## src/hw/rtl/utf8_stream_decoder_defines.svh

```systemverilog
// Assertion macros for the UTF-8 stream decoder.
// Included by the top level; needs no other file.
`ifndef UTF8_STREAM_DECODER_DEFINES_SVH
`define UTF8_STREAM_DECODER_DEFINES_SVH
`ifndef SYNTHESIS
// Same-cycle implication, disabled while reset is high.
`define UFD_ASSERT_IMPLY(label, clk, rst, ante, cons) \
   label: assert property (@(posedge clk) disable iff (rst) (ante) |-> (cons)) \
      else $error("UFD assertion failed: implication");
// Next-cycle implication, disabled while reset is high.
`define UFD_ASSERT_NEXT(label, clk, rst, ante, cons) \
   label: assert property (@(posedge clk) disable iff (rst) (ante) |=> (cons)) \
      else $error("UFD assertion failed: next-cycle implication");
`else
`define UFD_ASSERT_IMPLY(label, clk, rst, ante, cons)
`define UFD_ASSERT_NEXT(label, clk, rst, ante, cons)
`endif
`endif

```

## src/hw/rtl/ufd_pkg.sv

```systemverilog
// Shared types, constants and byte classification functions for the
// UTF-8 stream decoder. Depends on nothing.
`timescale 1ns / 1ps
`default_nettype none
package ufd_pkg;

   localparam int ByteW = 8;
   localparam int CodeW = 21;
   localparam int MaxResults = 4;
   localparam int PendDepth = 3;

   localparam logic [CodeW-1:0] InvalidCodeReset = 21'd65533;

   // Lead byte boundaries and the continuation byte pattern.
   localparam logic [ByteW-1:0] AsciiLimit = 8'h80;
   localparam logic [ByteW-1:0] Lead2Low = 8'hC0;
   localparam logic [ByteW-1:0] Lead2High = 8'hDF;
   localparam logic [ByteW-1:0] Lead3High = 8'hEF;
   localparam logic [ByteW-1:0] ContMask = 8'hC0;
   localparam logic [ByteW-1:0] ContPattern = 8'h80;

   // Sequence lengths; LenNone marks a stray continuation byte.
   localparam logic [2:0] LenNone = 3'd0;
   localparam logic [2:0] Len1 = 3'd1;
   localparam logic [2:0] Len2 = 3'd2;
   localparam logic [2:0] Len3 = 3'd3;
   localparam logic [2:0] Len4 = 3'd4;

   typedef struct packed {
      logic [CodeW-1:0] code_point;
      logic malformed;
      logic last_of_run;
   } result_type;

   typedef struct packed {
      result_type [MaxResults-1:0] entry;
      logic [2:0] count;
   } batch_type;

   function automatic logic [2:0] seq_len(input logic [ByteW-1:0] lead);
      logic [2:0] len;
      if (lead < AsciiLimit) begin
         len = Len1;
      end else if (lead < Lead2Low) begin
         len = LenNone;
      end else if (lead <= Lead2High) begin
         len = Len2;
      end else if (lead <= Lead3High) begin
         len = Len3;
      end else begin
         len = Len4;
      end
      return len;
   endfunction

   function automatic logic is_cont(input logic [ByteW-1:0] b);
      return (b & ContMask) == ContPattern;
   endfunction

endpackage
`default_nettype wire

```

## src/hw/rtl/ufd_channels_if.sv

```systemverilog
// Valid/ready channel interfaces for the UTF-8 stream decoder: byte input,
// code point output and the configuration write port. Depends on ufd_pkg.
`timescale 1ns / 1ps
`default_nettype none
interface ufd_req_if;
   logic valid;
   logic ready;
   logic [ufd_pkg::ByteW-1:0] data_byte;
   logic end_of_string;
   modport source(output valid, output data_byte, output end_of_string, input ready);
   modport sink(input valid, input data_byte, input end_of_string, output ready);
endinterface

interface ufd_rsp_if;
   logic valid;
   logic ready;
   logic [ufd_pkg::CodeW-1:0] code_point;
   logic malformed;
   logic last_of_run;
   modport source(output valid, output code_point, output malformed,
                  output last_of_run, input ready);
   modport sink(input valid, input code_point, input malformed,
                input last_of_run, output ready);
endinterface

interface ufd_csr_if;
   logic valid;
   logic ready;
   logic [ufd_pkg::CodeW-1:0] invalid_code;
   modport source(output valid, output invalid_code, input ready);
   modport sink(input valid, input invalid_code, output ready);
endinterface
`default_nettype wire

```

## src/hw/rtl/ufd_decode.sv

```systemverilog
// Combinational decode of one byte against the pending bytes: gives the
// batch of results and the bytes left pending. Depends on ufd_pkg.
`timescale 1ns / 1ps
`default_nettype none
module ufd_decode (
   input  wire logic [ufd_pkg::ByteW-1:0] pend_bytes [ufd_pkg::PendDepth],
   input  wire logic [1:0] pend_count,
   input  wire logic [ufd_pkg::ByteW-1:0] data_byte,
   input  wire logic end_of_string,
   input  wire logic [ufd_pkg::CodeW-1:0] invalid_code,
   output ufd_pkg::batch_type batch,
   output logic [ufd_pkg::ByteW-1:0] next_bytes [ufd_pkg::PendDepth],
   output logic [1:0] next_count
);

   always_comb begin
      logic [ufd_pkg::ByteW-1:0] seq_buf [4];
      logic [ufd_pkg::ByteW-1:0] lead, b1, b2, b3;
      logic [2:0] n, pos, k, len, avail, idx, rem;
      logic stop, bad;
      logic [ufd_pkg::CodeW-1:0] cp;

      lead = '0;
      b1 = '0;
      b2 = '0;
      b3 = '0;
      len = '0;
      avail = '0;
      idx = '0;
      rem = '0;
      bad = 1'b0;
      cp = '0;
      seq_buf[0] = pend_bytes[0];
      seq_buf[1] = pend_bytes[1];
      seq_buf[2] = pend_bytes[2];
      seq_buf[3] = '0;
      seq_buf[pend_count] = data_byte;
      n = {1'b0, pend_count} + 3'd1;
      pos = '0;
      k = '0;
      stop = 1'b0;
      batch = '0;

      // Each step takes the byte at pos as a lead; at most four leads fit.
      for (int step = 0; step < ufd_pkg::MaxResults; step++) begin
         if (!stop && (pos < n)) begin
            lead = seq_buf[pos[1:0]];
            len = ufd_pkg::seq_len(lead);
            avail = n - pos;
            bad = (len == ufd_pkg::LenNone);
            for (int f = 1; f < 4; f++) begin
               idx = pos + 3'(f);
               if ((3'(f) < len) && (3'(f) < avail) &&
                   !ufd_pkg::is_cont(seq_buf[idx[1:0]])) begin
                  bad = 1'b1;
               end
            end
            if (!bad && (len > avail)) begin
               if (end_of_string) begin
                  bad = 1'b1;
               end else begin
                  stop = 1'b1;
               end
            end
            idx = pos + 3'd1;
            b1 = seq_buf[idx[1:0]];
            idx = pos + 3'd2;
            b2 = seq_buf[idx[1:0]];
            idx = pos + 3'd3;
            b3 = seq_buf[idx[1:0]];
            case (len)
               ufd_pkg::Len1: cp = {13'd0, lead};
               ufd_pkg::Len2: cp = {10'd0, lead[4:0], b1[5:0]};
               ufd_pkg::Len3: cp = {5'd0, lead[3:0], b1[5:0], b2[5:0]};
               default:       cp = {lead[2:0], b1[5:0], b2[5:0], b3[5:0]};
            endcase
            if (!stop) begin
               batch.entry[k[1:0]].code_point = bad ? invalid_code : cp;
               batch.entry[k[1:0]].malformed = bad;
               batch.entry[k[1:0]].last_of_run = 1'b0;
               k = k + 3'd1;
               pos = pos + (bad ? 3'd1 : len);
            end
         end
      end

      if (k != 3'd0) begin
         idx = k - 3'd1;
         batch.entry[idx[1:0]].last_of_run = 1'b1;
      end
      batch.count = k;

      rem = n - pos;
      next_count = rem[1:0];
      for (int j = 0; j < ufd_pkg::PendDepth; j++) begin
         idx = pos + 3'(j);
         next_bytes[j] = (idx < 3'd4) ? seq_buf[idx[1:0]] : '0;
      end
   end

endmodule
`default_nettype wire

```

## src/hw/rtl/ufd_result_queue.sv

```systemverilog
// Result register that holds one item's batch of up to four results and
// hands them out one per cycle while out_ready is high. Depends on ufd_pkg.
`timescale 1ns / 1ps
`default_nettype none
module ufd_result_queue (
   input  wire logic clock,
   input  wire logic reset,
   input  wire logic load,
   input  wire ufd_pkg::batch_type batch,
   output logic can_load,
   output logic out_valid,
   input  wire logic out_ready,
   output ufd_pkg::result_type out_result,
   output logic [2:0] level
);

   ufd_pkg::result_type entry_ff [ufd_pkg::MaxResults];
   ufd_pkg::result_type entry_in [ufd_pkg::MaxResults];
   logic [2:0] count_ff, count_in;
   logic pop;

   assign pop = (count_ff != 3'd0) && out_ready;
   // A new batch may enter when none is held or the last held result leaves this cycle.
   assign can_load = (count_ff == 3'd0) || ((count_ff == 3'd1) && out_ready);
   assign out_valid = (count_ff != 3'd0);
   assign out_result = entry_ff[0];
   assign level = count_ff;

   always_comb begin
      entry_in = entry_ff;
      count_in = count_ff;
      if (load) begin
         for (int i = 0; i < ufd_pkg::MaxResults; i++) begin
            entry_in[i] = batch.entry[i];
         end
         count_in = batch.count;
      end else if (pop) begin
         for (int i = 0; i < ufd_pkg::MaxResults - 1; i++) begin
            entry_in[i] = entry_ff[i+1];
         end
         count_in = count_ff - 3'd1;
      end
   end

   always_ff @(posedge clock) begin
      if (reset) begin
         count_ff <= '0;
      end else begin
         count_ff <= count_in;
      end
   end

   always_ff @(posedge clock) begin
      entry_ff <= entry_in;
   end

endmodule
`default_nettype wire

```

## src/hw/rtl/utf8_stream_decoder.sv

```systemverilog
// UTF-8 stream decoder top level: input register, pending byte state,
// configuration register and assertions. Depends on ufd_pkg, the channel
// interfaces, ufd_decode, ufd_result_queue and the defines header.
//
// Usage: bytes enter on req_bus (data_byte, end_of_string) under valid/ready
// and code points leave on rsp_bus (code_point, malformed, last_of_run).
// csr_bus writes invalid_code, the value given for a malformed lead; it is
// always ready; it must be written only while the block is idle, which the block itself does not enforce.
// An accepted byte is held in the input register, then decoded into the
// result register, from which its first result is valid.
// Throughput: one byte per cycle while each byte gives at most one result and rsp_bus.ready is high.
// A byte that ends or breaks a sequence can give up to four results; the
// result register hands them out one per cycle while rsp_bus.ready is high,
// so such a byte holds the input until its last result leaves. Bytes that
// only extend a pending sequence give no result.
// Reset: clears the pending byte count, empties both registers and sets
// invalid_code to 65533. No clearing pass is needed.
// Stall: when rsp_bus.ready is low, the result register holds; req_bus.ready
// drops at once if the input register is full, else after one more item.
`timescale 1ns / 1ps
`default_nettype none
`include "utf8_stream_decoder_defines.svh"
module utf8_stream_decoder (
   input wire logic clock,
   input wire logic reset,
   ufd_req_if.sink req_bus,
   ufd_rsp_if.source rsp_bus,
   ufd_csr_if.sink csr_bus
);

   logic s1_valid_ff, s1_valid_in;
   logic [ufd_pkg::ByteW-1:0] s1_byte_ff;
   logic s1_eos_ff;
   logic [ufd_pkg::ByteW-1:0] pend_bytes_ff [ufd_pkg::PendDepth];
   logic [1:0] pend_count_ff;
   logic [ufd_pkg::CodeW-1:0] invalid_code_ff;

   ufd_pkg::batch_type dec_batch;
   logic [ufd_pkg::ByteW-1:0] dec_next_bytes [ufd_pkg::PendDepth];
   logic [1:0] dec_next_count;
   ufd_pkg::result_type out_result;
   logic q_can_load, q_out_valid;
   logic [2:0] q_level;
   logic req_accept, s1_move;

   assign s1_move = s1_valid_ff && q_can_load;
   assign req_bus.ready = !s1_valid_ff || q_can_load;
   assign req_accept = req_bus.valid && req_bus.ready;
   assign s1_valid_in = req_accept || (s1_valid_ff && !s1_move);
   assign csr_bus.ready = 1'b1;

   always_ff @(posedge clock) begin
      if (reset) begin
         s1_valid_ff <= 1'b0;
         pend_count_ff <= '0;
         invalid_code_ff <= ufd_pkg::InvalidCodeReset;
      end else begin
         s1_valid_ff <= s1_valid_in;
         if (s1_move) begin
            pend_count_ff <= dec_next_count;
         end
         if (csr_bus.valid) begin
            invalid_code_ff <= csr_bus.invalid_code;
         end
      end
   end

   always_ff @(posedge clock) begin
      if (req_accept) begin
         s1_byte_ff <= req_bus.data_byte;
         s1_eos_ff <= req_bus.end_of_string;
      end
      if (s1_move) begin
         pend_bytes_ff <= dec_next_bytes;
      end
   end

   ufd_decode u_decode (
      .pend_bytes    (pend_bytes_ff),
      .pend_count    (pend_count_ff),
      .data_byte     (s1_byte_ff),
      .end_of_string (s1_eos_ff),
      .invalid_code  (invalid_code_ff),
      .batch         (dec_batch),
      .next_bytes    (dec_next_bytes),
      .next_count    (dec_next_count)
   );

   ufd_result_queue u_result_queue (
      .clock      (clock),
      .reset      (reset),
      .load       (s1_move),
      .batch      (dec_batch),
      .can_load   (q_can_load),
      .out_valid  (q_out_valid),
      .out_ready  (rsp_bus.ready),
      .out_result (out_result),
      .level      (q_level)
   );

   assign rsp_bus.valid = q_out_valid;
   assign rsp_bus.code_point = out_result.code_point;
   assign rsp_bus.malformed = out_result.malformed;
   assign rsp_bus.last_of_run = out_result.last_of_run;

   // An end-of-string byte leaves nothing pending once it is decoded.
   `UFD_ASSERT_NEXT(a_eos_flushes, clock, reset, s1_move && s1_eos_ff, pend_count_ff == 2'd0)
   // Only the final result held for a byte carries last_of_run.
   `UFD_ASSERT_IMPLY(a_last_on_final, clock, reset, q_out_valid && (q_level == 3'd1),
                     out_result.last_of_run)
   `UFD_ASSERT_IMPLY(a_no_early_last, clock, reset, q_out_valid && (q_level > 3'd1),
                     !out_result.last_of_run)
   // A malformed result carries the configured substitute value.
   `UFD_ASSERT_IMPLY(a_malformed_code, clock, reset, q_out_valid && out_result.malformed,
                     out_result.code_point == invalid_code_ff)

endmodule
`default_nettype wire

```

## src/flat_wrapper.sv

```systemverilog
// flat-port wrapper written by rule: the top's interface ports become plain ports
module utf8_stream_decoder_flat 
  (clock, reset, req_bus_valid, req_bus_data_byte, req_bus_end_of_string, req_bus_ready, rsp_bus_valid, rsp_bus_code_point, rsp_bus_malformed, rsp_bus_last_of_run, rsp_bus_ready, csr_bus_valid, csr_bus_invalid_code, csr_bus_ready);
  ufd_req_if req_bus_i ();
  ufd_rsp_if rsp_bus_i ();
  ufd_csr_if csr_bus_i ();
  input wire logic clock;
  input wire logic reset;
  input wire logic [$bits(req_bus_i.valid)-1:0] req_bus_valid;
  input wire logic [$bits(req_bus_i.data_byte)-1:0] req_bus_data_byte;
  input wire logic [$bits(req_bus_i.end_of_string)-1:0] req_bus_end_of_string;
  output wire logic [$bits(req_bus_i.ready)-1:0] req_bus_ready;
  output wire logic [$bits(rsp_bus_i.valid)-1:0] rsp_bus_valid;
  output wire logic [$bits(rsp_bus_i.code_point)-1:0] rsp_bus_code_point;
  output wire logic [$bits(rsp_bus_i.malformed)-1:0] rsp_bus_malformed;
  output wire logic [$bits(rsp_bus_i.last_of_run)-1:0] rsp_bus_last_of_run;
  input wire logic [$bits(rsp_bus_i.ready)-1:0] rsp_bus_ready;
  input wire logic [$bits(csr_bus_i.valid)-1:0] csr_bus_valid;
  input wire logic [$bits(csr_bus_i.invalid_code)-1:0] csr_bus_invalid_code;
  output wire logic [$bits(csr_bus_i.ready)-1:0] csr_bus_ready;
  assign req_bus_i.valid = req_bus_valid;
  assign req_bus_i.data_byte = req_bus_data_byte;
  assign req_bus_i.end_of_string = req_bus_end_of_string;
  assign req_bus_ready = req_bus_i.ready;
  assign rsp_bus_valid = rsp_bus_i.valid;
  assign rsp_bus_code_point = rsp_bus_i.code_point;
  assign rsp_bus_malformed = rsp_bus_i.malformed;
  assign rsp_bus_last_of_run = rsp_bus_i.last_of_run;
  assign rsp_bus_i.ready = rsp_bus_ready;
  assign csr_bus_i.valid = csr_bus_valid;
  assign csr_bus_i.invalid_code = csr_bus_invalid_code;
  assign csr_bus_ready = csr_bus_i.ready;
  utf8_stream_decoder u_core (.clock(clock), .reset(reset), .req_bus(req_bus_i), .rsp_bus(rsp_bus_i), .csr_bus(csr_bus_i));
endmodule
```

## config.mk

```make
export PLATFORM = sky130hd
export DESIGN_NAME = utf8_stream_decoder_flat
export DESIGN_NICKNAME = d
export VERILOG_FILES = /design/src/hw/rtl/ufd_pkg.sv /design/src/hw/rtl/ufd_channels_if.sv /design/src/hw/rtl/ufd_decode.sv /design/src/hw/rtl/ufd_result_queue.sv /design/src/hw/rtl/utf8_stream_decoder.sv /design/src/flat_wrapper.sv
export VERILOG_INCLUDE_DIRS = /design/src /design/src/hw/rtl
export SDC_FILE = /design/constraint.sdc
export NUM_CORES = 1
export LEC_CHECK = 0
export BUFFER_PORTS_ARGS = -buffer_cell sky130_fd_sc_hd__buf_2
export CORE_ASPECT_RATIO = 1.5
export CORE_MARGIN = 3
export CORE_UTILIZATION = 45
export DETAILED_ROUTE_END_ITERATION = 8
export SLEW_MARGIN = 40
export SYNTH_ARGS = -nofsm -noshare
export SYNTH_HDL_FRONTEND = slang
export SYNTH_SLANG_ARGS = --single-unit
```

## constraint.sdc

```tcl
create_clock -name clock -period 18.7 [get_ports clock]
set_clock_uncertainty 0.15 [all_clocks]
set_input_delay 0 -clock clock [delete_from_list [all_inputs] [get_ports clock]]
set_output_delay 0 -clock clock [all_outputs]
set_load 0.005 [all_outputs]
```

Yosys cells after proc, flatten, opt, wreduce, memory -nomap -nowiden. Cells that the tools add are included. Widths: inputs -> output; s select.

Register bits after elaboration: 152. Word-level logic and storage cells: 420. Output and inout bits: 26. Input bits: 35.

Mux-type cells: 185. Equal/unequal tests: 25. Magnitude comparators: 76. Bitwise gates (word level): 16. Reduce and logical (&&, ||, !) cells: 73. Add/sub/neg operators: 24.

Operator list (count): $bwmux 92 (10); $mux 92 (7); $demux 23 s2 (10); $pmux 21 s3 (4); $mux 8 (31); $bmux 8 s2 (15); $mux 21 (7); $mux 69 (2); $mux 3 (41); $mux 23 (5); $le 8x8->1 const B (8); $lt 8x8->1 const B (8); $ge 3x3->1 const B (16); $lt 2x3->1 const A (16); $mux 1 (48); $not 2->3 (16); $logic_and 1x1->1 (41); $bwmux 32 (1); $lt 1x3->1 const A (9); $eq 2x2->1 const B (12); $eq 3x2->1 const B (8); $logic_not 1->1 (21); $demux 8 s2 (1); $eq 3x1->1 const B (5); other kinds (21) (57).

Depth between registers and ports, before layout.
Word-level depth: 107. Mapped depth: 86. Depth with buffers taken out: 73.

By module. From an unflattened synthesis, not the netlist that was laid out.

Cells, all modules: 1863. Area total of the unflattened synthesis: 15210.8 um^2.

Modules (own cells, without submodules): ufd_decode (times used 1, seq. area each 0.0 um^2, cells each 1528, area each 9280.2 um^2); ufd_result_queue (times used 1, seq. area each 2822.7 um^2, cells each 218, area each 4010.1 um^2); utf8_stream_decoder (times used 1, seq. area each 1471.4 um^2, cells each 117, area each 1920.6 um^2).

Worst setup path before layout. No wires, ideal clock.

Path kind: register to register. Start point: reg u_core.pend_count_ff[0]. End point: reg u_core.pend_bytes_ff[14] in the netlist's numbering (data pin). Cell stages (with the launch flop): 85. Required time: 18.410 ns. Setup time: 0.140 ns. Period minus slack after synthesis: 16.878 ns. Arrival time: 16.588 ns. Slack: 1.822 ns. Path buffers: 19. Cell sequence: dfxtp_1 inv_1 ha_1 buf_4 buf_2 mux2_2 clkbuf_1 nand3_1 inv_1 ha_1 and3_1 nor2_1 a21boi_2 nor2_1 nor2_4 inv_2 buf_6 clkbuf_1 [49 not listed] ha_1 inv_1 a31oi_1 a31o_1 buf_2 a221oi_2 buf_2 buf_4 nand2_1 ha_1 fa_1 mux2i_4 inv_2 buf_4 ha_1 buf_1 mux4_2 nor2_1.

Word-level cells in the longest chain between the ends: 106. Elaborated cells between the ends (all ways): 265. Classes of those cells: add/sub: 17; order compare: 51; eq/ne: 12; mux: 116; bitwise: 14; reduce/logical: 55.

RTL lines: from (decl) (RTL line utf8_stream_decoder.sv:35) `logic [1:0] pend_count_ff;`; from (signal assigned) (RTL line utf8_stream_decoder.sv:60) `pend_count_ff <= dec_next_count;`; $not 2->3 (implied by the code) (RTL line ufd_decode.sv:37) `seq_buf[pend_count] = data_byte;`; $ge 3x3->1 (implied by the code) or $lt 3x1->1 (tied branches) (RTL line ufd_decode.sv:37); $logic_and 1x1->1 (implied by the code) (RTL line ufd_decode.sv:37); $mux 8 (implied by the code) (RTL line ufd_decode.sv:37); $demux 8 s2 (RTL line ufd_decode.sv:37); $bwmux 32 (RTL line ufd_decode.sv:37); $le 8x8->1 (RTL line ufd_pkg.sv:48) `end else if (lead <= Lead3High) begin`; $mux 3 (RTL line ufd_pkg.sv:48); [89 not listed]; $mux 3 (RTL line ufd_decode.sv:82) `pos = pos + (bad ? 3'd1 : len);`; $add 3x3->3 (RTL line ufd_decode.sv:82); $mux 3 (RTL line ufd_decode.sv:77) `if (!stop) begin`; $mux 3 (RTL line ufd_decode.sv:46) `if (!stop && (pos < n)) begin`; $add 3x1->3 (RTL line ufd_decode.sv:96) `idx = pos + 3'(j);`; $not 2->3 (implied by the code) (RTL line ufd_decode.sv:97) `next_bytes[j] = (idx < 3'd4) ? seq_buf[idx[1:0]] : '0;`; $bmux 8 s2 (RTL line ufd_decode.sv:97); $mux 8 (implied by the code) (2 in a row) (RTL line ufd_decode.sv:97); to (signal assigned) (RTL line utf8_stream_decoder.sv:74) `pend_bytes_ff <= dec_next_bytes;`; to (decl) (RTL line utf8_stream_decoder.sv:34) `logic [ufd_pkg::ByteW-1:0] pend_bytes_ff [ufd_pkg::PendDepth];`.

Parallel ways exist; a longest one is shown, timed or not. The select of a mux whose other input is x is not followed. A chain may end at the register's enable or synchronous reset.

Worst setup path after layout.
Start point: reg u_core.pend_count_ff[0]. End point: reg u_core.pend_bytes_ff[11] in the netlist's numbering (data pin).

The elaborated chain is that of the path after synthesis.

==> results.toml <==
[run_status]
status = "complete, no violations"

[logic_synthesis]
syn_area_um2 = 15360
synthFlopType = "edfxtp_1"
synthCells = 1911
synthArstFlopShare = 0
yosys_warnings = 0
syn-num-nets = 1999
ys_seq_area_frac = 0.2796
yosysUniqueCellTypes = 95
synth_seq_cells = 152
syn_area_per_cell_um2 = 8.036
synth_edf_count = 125

[die]
die_h_um = 232.2
core_um2 = 33550
io_pins = 61
initial_core_util = 0.4577
die-area_um2 = 36420
num_rows = 82
die_w_um = 156.8

[timing]
tns_ps = 0
slew_headroom = 0.4147
max_freq_mhz = 56.67
min_period_ps = 17650
fin_crit_sh = 0.9437
final_max_slew_viol_count = 0
hold_viol_final = 0
setup_viol = 0
worstMarginPinSlew_ps = 853.5
rsz0062_at_grt = "no"

[clocking]
htree_levels = 4
cts.clk_slew.worst_paths_ps = 70
cts_buffers = 17
cts_max_path_buffers = 2
cts_setup_buffers = 0
worstSkewPairLatency_ps = 460
cts_sinks = 152
clockRootBuffer = "clkbuf_16"
cts_tree = "done"

[drt]
wl_per_cell_um = 28.73
first_pass_iters = 6
dr_total_vias = 16000
drtIter0Drc = 1608
remaining_drc_errors = 0
viasPerCell = 6.813
ant_nets = 0
routed_wl_um = 67470

[critical_path]
path_buf_inv = 14
path_delay_family = "simple AND/OR/NAND/NOR gates"
r2r_setup_slack_ps = 1050
worstSetupEndpointType = "flip-flop"
required_ps = 18860
r2r_cells = 68
critPathMaxStageDelay_ps = 570
critPathCapture = "u_core.pend_bytes_ff[11]"
cp_max_fo = 36
start_kind = "flip-flop"
worstPathArrival_ps = 17810
worstSetupPathType = "flip-flop to flip-flop"
worstSetupStartpoint = "u_core.pend_count_ff[0]"
rr_endpoint = "u_core.pend_bytes_ff[11]"
cpMaxStageDelayCell = "a2111oi_1"
timing.rr.start = "u_core.pend_count_ff[0]"
cp_num_cells = 68

[run]
maxCapViolCount = 0

[global_route]
grt_pass1_vias = 15150
antenna_found_initial = 2
overflow = 0
grt_max_degree = 84
grt_usage = 0.3636
grt_pass1_wl_um = 98630

[placement]
place_hpwl_um = 50410
gp_congestion = 1.078
port_buffers = 59

[finish]
layout_common_cells = "196 x o21ai_0, 196 x nand2_1, 161 x nor2_1"
diodes = 0
syn2layout_area_growth_pct = 10.19
nets = 2003
drive_above_1_share = 0.1421
n_fill_cell = 3254

[hold_path]
hp-class = "input port to flip-flop"
[what timing repair did]
item	4_1_cts	5_1_grt
hold buffers	41	0
endpoints found under the setup margin	0	26
endpoints found under the hold margin	37	0
resized for setup	0	10
[flip-flops by register name, indices dropped and copies added, names as in the netlist]
name and flops:
u_core.invalid_code_ff 21, u_core.pend_bytes_ff 24, u_core.pend_count_ff 2, u_core.s1_byte_ff 8
u_core.s1_eos_ff 1, u_core.s1_valid_ff 1, u_core.u_result_queue.entry_ff 69, u_core.u_result_queue.level 3
u_core.u_result_queue.out_result 23
[how the worst min path moves through the flow]
stage / start / end / slack [ps] / cells after the start
after floorplan: req_bus_data_byte[0] / u_core.s1_byte_ff[0] / -50 / 0
after global placement: req_bus_data_byte[6] / u_core.s1_byte_ff[6] / 30 / 1
after detailed placement: req_bus_data_byte[7] / u_core.s1_byte_ff[7] / 30 / 1
after CTS: csr_bus_valid / u_core.invalid_code_ff[8] / 60 / 3
after global routing: req_bus_end_of_string / u_core.s1_eos_ff / 110 / 2
final: req_bus_data_byte[2] / u_core.s1_byte_ff[2] / 90 / 2
[kinds of logic after synthesis]
logic type	count (synthesis)	share of synthesized area
compound gates	712	0.3016
simple gates	574	0.1702
buf+inv	224	0.06355
mux	182	0.1304
flops	152	0.2796
fa+ha+maj	53	0.04612
xor+xnor	13	0.008311
other cells	1	0.0002442
[per-stage QoR]
step                      hold WS [ps]  worst slack, ps  cells  utilization  area (µm²)
after floorplan                 -51.13             1822   1911            -       15360
after global placement           27.00             1040   2271       0.4722       15840
after detailed placement         28.12            509.1   2273       0.4735       15890
after CTS                        61.93            455.9   2346       0.5026       16860
after global routing             107.9            124.3   2348       0.5043       16920
final                            92.31             1054   2348       0.5043       16920
[synthesized netlist by cell type (all sizes together), types with 10 or more instances]
library cell / count / area [µm²]
nor2b: 22 / 137.6
mux2i: 126 / 1281
a22oi: 15 / 112.6
a211o: 20 / 175.2
o211ai: 49 / 377.9
or3: 10 / 62.56
nand3: 75 / 375.4
o21a: 17 / 127.6
a221oi: 10 / 100.1
o31ai: 19 / 156.4
and2: 21 / 131.4
nor2: 168 / 665.6
mux2: 48 / 540.5
edfxtp: 125 / 3754
a21oi: 146 / 742.0
o221ai: 28 / 245.2
buf: 65 / 377.9
inv: 48 / 180.2
nand2: 200 / 769.5
ha: 47 / 588.1
a211oi: 29 / 222.7
o22ai: 57 / 356.6
nor3: 36 / 180.2
dfxtp: 27 / 540.5
clkbuf: 109 / 409.1
a31oi: 36 / 225.2
o21ai: 219 / 1126
[routing by layer]
metal	global-route usage	vias up	share of wire
met1	0.4052	7546	0.36
met4	0.3063	2	0.11
li1	-	7233	-
met5	0	-	0.00019
met3	0.07216	326	0.077
met2	0.5887	891	0.46
[cell type report]
cell class	instances	area [µm²]	share of cell area
clock buffer	18	429.2	0.02536
timing repair buffer	157	1136	0.06714
tap	420	525.5	0.03106
clock inverter	14	137.6	0.008134
sequential	152	4295	0.2539
multi-input combinational	1537	10200	0.6030
inverter	50	192.7	0.01139
Power is left out: the tool's default activity adds up to more than one toggle a clock period on the data nets, which glitch-free logic cannot reach.
